### src/design/awcd_ram.sv
// ============================================================================
// awcd_ram : generic single-port-write, single-port-read RAM
// One write and one read per cycle; read data is registered.
// ============================================================================
module awcd_ram #(
    parameter int WIDTH = 16,
    parameter int DEPTH = 256
) (
    input  logic                     clk,
    input  logic                     wr_en,
    input  logic [$clog2(DEPTH)-1:0] wr_addr,
    input  logic [WIDTH-1:0]         wr_data,
    input  logic [$clog2(DEPTH)-1:0] rd_addr,
    output logic [WIDTH-1:0]         rd_data
);

    logic [WIDTH-1:0] mem [DEPTH];
    logic [WIDTH-1:0] rd_data_reg;

    // Storage and registered read
    always_ff @(posedge clk)
    begin
        if (wr_en)
        begin
            mem[wr_addr] <= wr_data;
        end
        rd_data_reg <= mem[rd_addr];
    end

    assign rd_data = rd_data_reg;

endmodule

### config.mk
export PLATFORM = sky130hd
export DESIGN_NAME = awcd_ram
export DESIGN_NICKNAME = d
export VERILOG_FILES = /design/src/design/awcd_ram.sv
export SDC_FILE = /design/constraint.sdc
export NUM_CORES = 2
export LEC_CHECK = 0
export BUFFER_PORTS_ARGS = -buffer_cell sky130_fd_sc_hd__buf_2
export CAP_MARGIN = 0
export CORE_AREA = 2 2 633 635
export DETAILED_ROUTE_END_ITERATION = 8
export DIE_AREA = 0 0 635 637
export SYNTH_ARGS = -nofsm -noshare
export SYNTH_HDL_FRONTEND = slang
export SYNTH_SLANG_ARGS = --single-unit
### constraint.sdc
create_clock -name clk -period 2.6 [get_ports clk]
set_input_delay 0.26 -clock clk [delete_from_list [all_inputs] [get_ports clk]]
set_output_delay 0.26 -clock clk [all_outputs]
set_load 0.05 [all_outputs]
==> run summary <==
Status: completed
Slew Viols, Final: 0
Vias per inst: 5.76
Router iterations before antenna repair: 7
Critical-path top delay cell: mux4_2
Warnings from Yosys: 0
Critical Path, Cell by Cell: mux4_2 -> mux4_2 -> a22o_1 -> o32ai_1 -> buf_4 -> nor4_1
CORE AREA: 398,000 um^2
Kind of critical path: reg2reg
Crit-path max cell delay: 0.54 ns
Worst Setup EP: rd_data[0]$_DFF_P_
Element type at the critical path end: flop
Nets: 8,548
Peak VDD IR: 706 uV
Reg2reg path depth: 6
CP Max Fanout: 1
Number of global-route vias before repair: 81,300
Mapped Cells: 7,360
Total track usage: 20.9%
CP arrival: 3.40 ns
Final setup violation count: 0
I/O Buffers: 49
Static leakage: 61.0 nW
Routability congestion estimate: 0.886
DR DRC count: 0
Metal-1 WL: 175,000 um
Clock root buffer master: clkbuf_16
Std-Cell Rows: 232
Worst setup margin: 0.0383 ns
Syn nets: 7,394
Largest net degree at the start of global routing: 105
DR WL met2: 207,000 um
Commonest non-fill, non-tap cells in the layout: edfxtp_1 (4,096), buf_4 (950), mux4_2 (797)
Design Area, Final: 188,000 um^2
DR WL met3: 34,100 um
Period utilisation layout: 98.5%
Post-route ant nets: 0
F_max: 390 MHz
Initial antenna violation count: 28
Post-synth EDFFs: 4,096
Clock Sink Count: 4,112
Die height: 637 um
Max Cap Viol: 0
Routed wire per std cell: 30.4 um
Asr flop ratio synth: 0%
Die ar.: 404,000 um^2
Clock skew: 0.0644 ns
H-tree levels: 5
Synth-to-layout area growth: 18.6%
Crit Reg-Reg Endpoint: rd_data[0]$_DFF_P_
Fraction of layout cells with a size suffix above 1: 31.5%
First-pass GRT wire length: 609,000 um
First DRT Iteration DRCs: 10,500
Worst Path Required: 3.44 ns
Final cell count without fillers: 14,100
Avg Cell Area, Syn: 21.6 um^2
Boundary pin count: 50
R2r setup slk: 0.04 ns
Most frequent CP cell: mux4_2
Hpwl dp: 274,000 um
Routed WL: 430,000 um
Hold Path Class: in2reg
Clk_lat worst skew: 0.98 ns
Chip width: 635 um
Total CTS buffers: 414
Vias: 81,400
Unrepaired setup endpoints after global routing: no
Worst slew pin tran: 1.01 ns
Clock Pin Slew Worst Setup and Hold Paths: 0.06 ns
Commonest non-fill, non-tap cell in the layout: edfxtp_1
Flip-flop and latch count after synthesis: 4,112
Overflow after GRT: 0
Setup WS pre-CTS: -0.939 ns
Startpoint types: flop
Setup Buffers After CTS: 0
Critical Path Source: mem[59][0]$_DFFE_PP_
CTS max path bufs: 4
Yosys cell types: 52
FILL cells: 32,300
Min Tclk post-route: 2.56 ns
Max FFs per register: 4,096
Final-report hold violation count: 0
Register area share after synthesis: 77.7%
Placed insts: 13,300
Power Dens Cells: 753 nW/um^2
DR top layer: met5
Post-Synthesis Cell Area: 159,000 um^2
FF-to-FF Start: mem[59][0]$_DFFE_PP_
Prevailing post-synth register cell: edfxtp_1
Placement Cell Area: 174,000 um^2
CTS tree: yes
Initial core utilization: 39.9%
Slew HR: 31.8%
where the power goes:
part / internal [W] / leakage, nW / switching (W)
clock: 0.0347 / 6.72 / 0.0256
sequential: 0.0731 / 36.9 / 0.000169
combinational: 0.00316 / 17.3 / 0.00490
final cells by class:
| type | count | area [um^2] | area share, % |
|---|---|---|---|
| multi-input combinational | 2792 | 33100 | 17.6 |
| tap | 5265 | 6590 | 3.50 |
| inverter | 4 | 27.5 | 0.0146 |
| timing repair buffer | 1190 | 11200 | 5.96 |
| clock inverter | 280 | 3100 | 1.65 |
| clock buffer | 488 | 10800 | 5.71 |
| antenna | 18 | 45.0 | 0.0239 |
| sequential | 4112 | 123000 | 65.5 |
synthesized netlist by cell type, types with 4 or more instances:
cell type	instances	share of area, %
a211oi_1	18	0.085
mux2_2	88	0.62
buf_4	26	0.12
nor2b_1	9	0.035
a2111oi_0	6	0.033
nor4_1	17	0.067
nor3_1	92	0.29
a21oi_1	175	0.55
mux2i_1	565	3.6
a221oi_1	28	0.15
nand2_1	38	0.090
buf_12	5	0.063
clkbuf_1	230	0.54
and3_1	11	0.043
nand3_1	35	0.11
o31ai_1	16	0.076
buf_1	27	0.064
buf_2	76	0.24
nor2_1	304	0.72
a22oi_1	43	0.20
o22ai_1	148	0.58
nand4_1	26	0.10
or2_2	4	0.016
a31oi_1	6	0.024
buf_8	11	0.10
edfxtp_1	4096	77
o21ai_0	37	0.12
o221ai_1	252	1.4
o32ai_1	20	0.11
dfxtp_1	16	0.20
mux4_2	797	11
buf_6	77	0.55
a22o_1	32	0.18
logic make-up (layout without fill, tap and decap cells):
| logic type | Yosys count | in the layout | share of synthesized area (%) |
|---|---|---|---|
| AO/OA/AOI/OAI | 786 | 786 | 3.54 |
| buffers and inverters | 456 | 1962 | 1.69 |
| flip-flops | 4112 | 4112 | 77.7 |
| multiplexers | 1450 | 1450 | 15.5 |
| other | 0 | 18 | 0 |
| AND/OR/NAND/NOR | 556 | 556 | 1.57 |
per-stage QoR:
stage                     util [%]  power, W  setup TNS, ns  hold WS [ns]
final                         47.3     0.142              0        0.0930
after global routing          47.3     0.145              0        0.0701
after floorplan                  -    0.0783              0         0.359
after detailed placement      43.7    0.0826         -11.18         0.669
after global placement        43.7    0.0825         -11.16         0.666
after CTS                     47.3     0.143        -0.0708       0.00604
critical path: cells and delay by family, from the launching register on:
family	cells	cell delay (ns)
flip-flops	1	0.38
AO/OA/AOI/OAI	2	0.73
AND/OR/NAND/NOR	1	0.07
multiplexers	2	1.01
buffers and inverters	1	0.24
timing repair:
action	CTS	global route
gates cloned	0	0
pin swaps	2	3
gates resized for setup	13	9
setup endpoints to repair	7	5
endpoints found under the hold margin	1492	0
hold buffers	17	0
how the worst min path moves through the flow:
stage	slack, ns	start	cells past startpoint	end
final	0.09	wr_addr[1]	4	mem[203][7]$_DFFE_PP_
after global placement	0.67	wr_data[10]	1	mem[64][10]$_DFFE_PP_
after detailed placement	0.67	wr_data[10]	1	mem[65][10]$_DFFE_PP_
after CTS	0.006	wr_addr[1]	4	mem[203][6]$_DFFE_PP_
after floorplan	0.36	wr_data[0]	0	mem[0][0]$_DFFE_PP_
after global routing	0.07	wr_addr[1]	4	mem[203][7]$_DFFE_PP_
metal layers:
| metal | GRT usage [%] | up-vias |
|---|---|---|
| li1 | - | 33700 |
| met1 | 28.9 | 43500 |
| met2 | 33.8 | 3589 |
| met3 | 3.32 | 648 |
| met4 | 6.98 | 8 |
| met5 | 0 | - |
(Power assumes the default switching activity.)
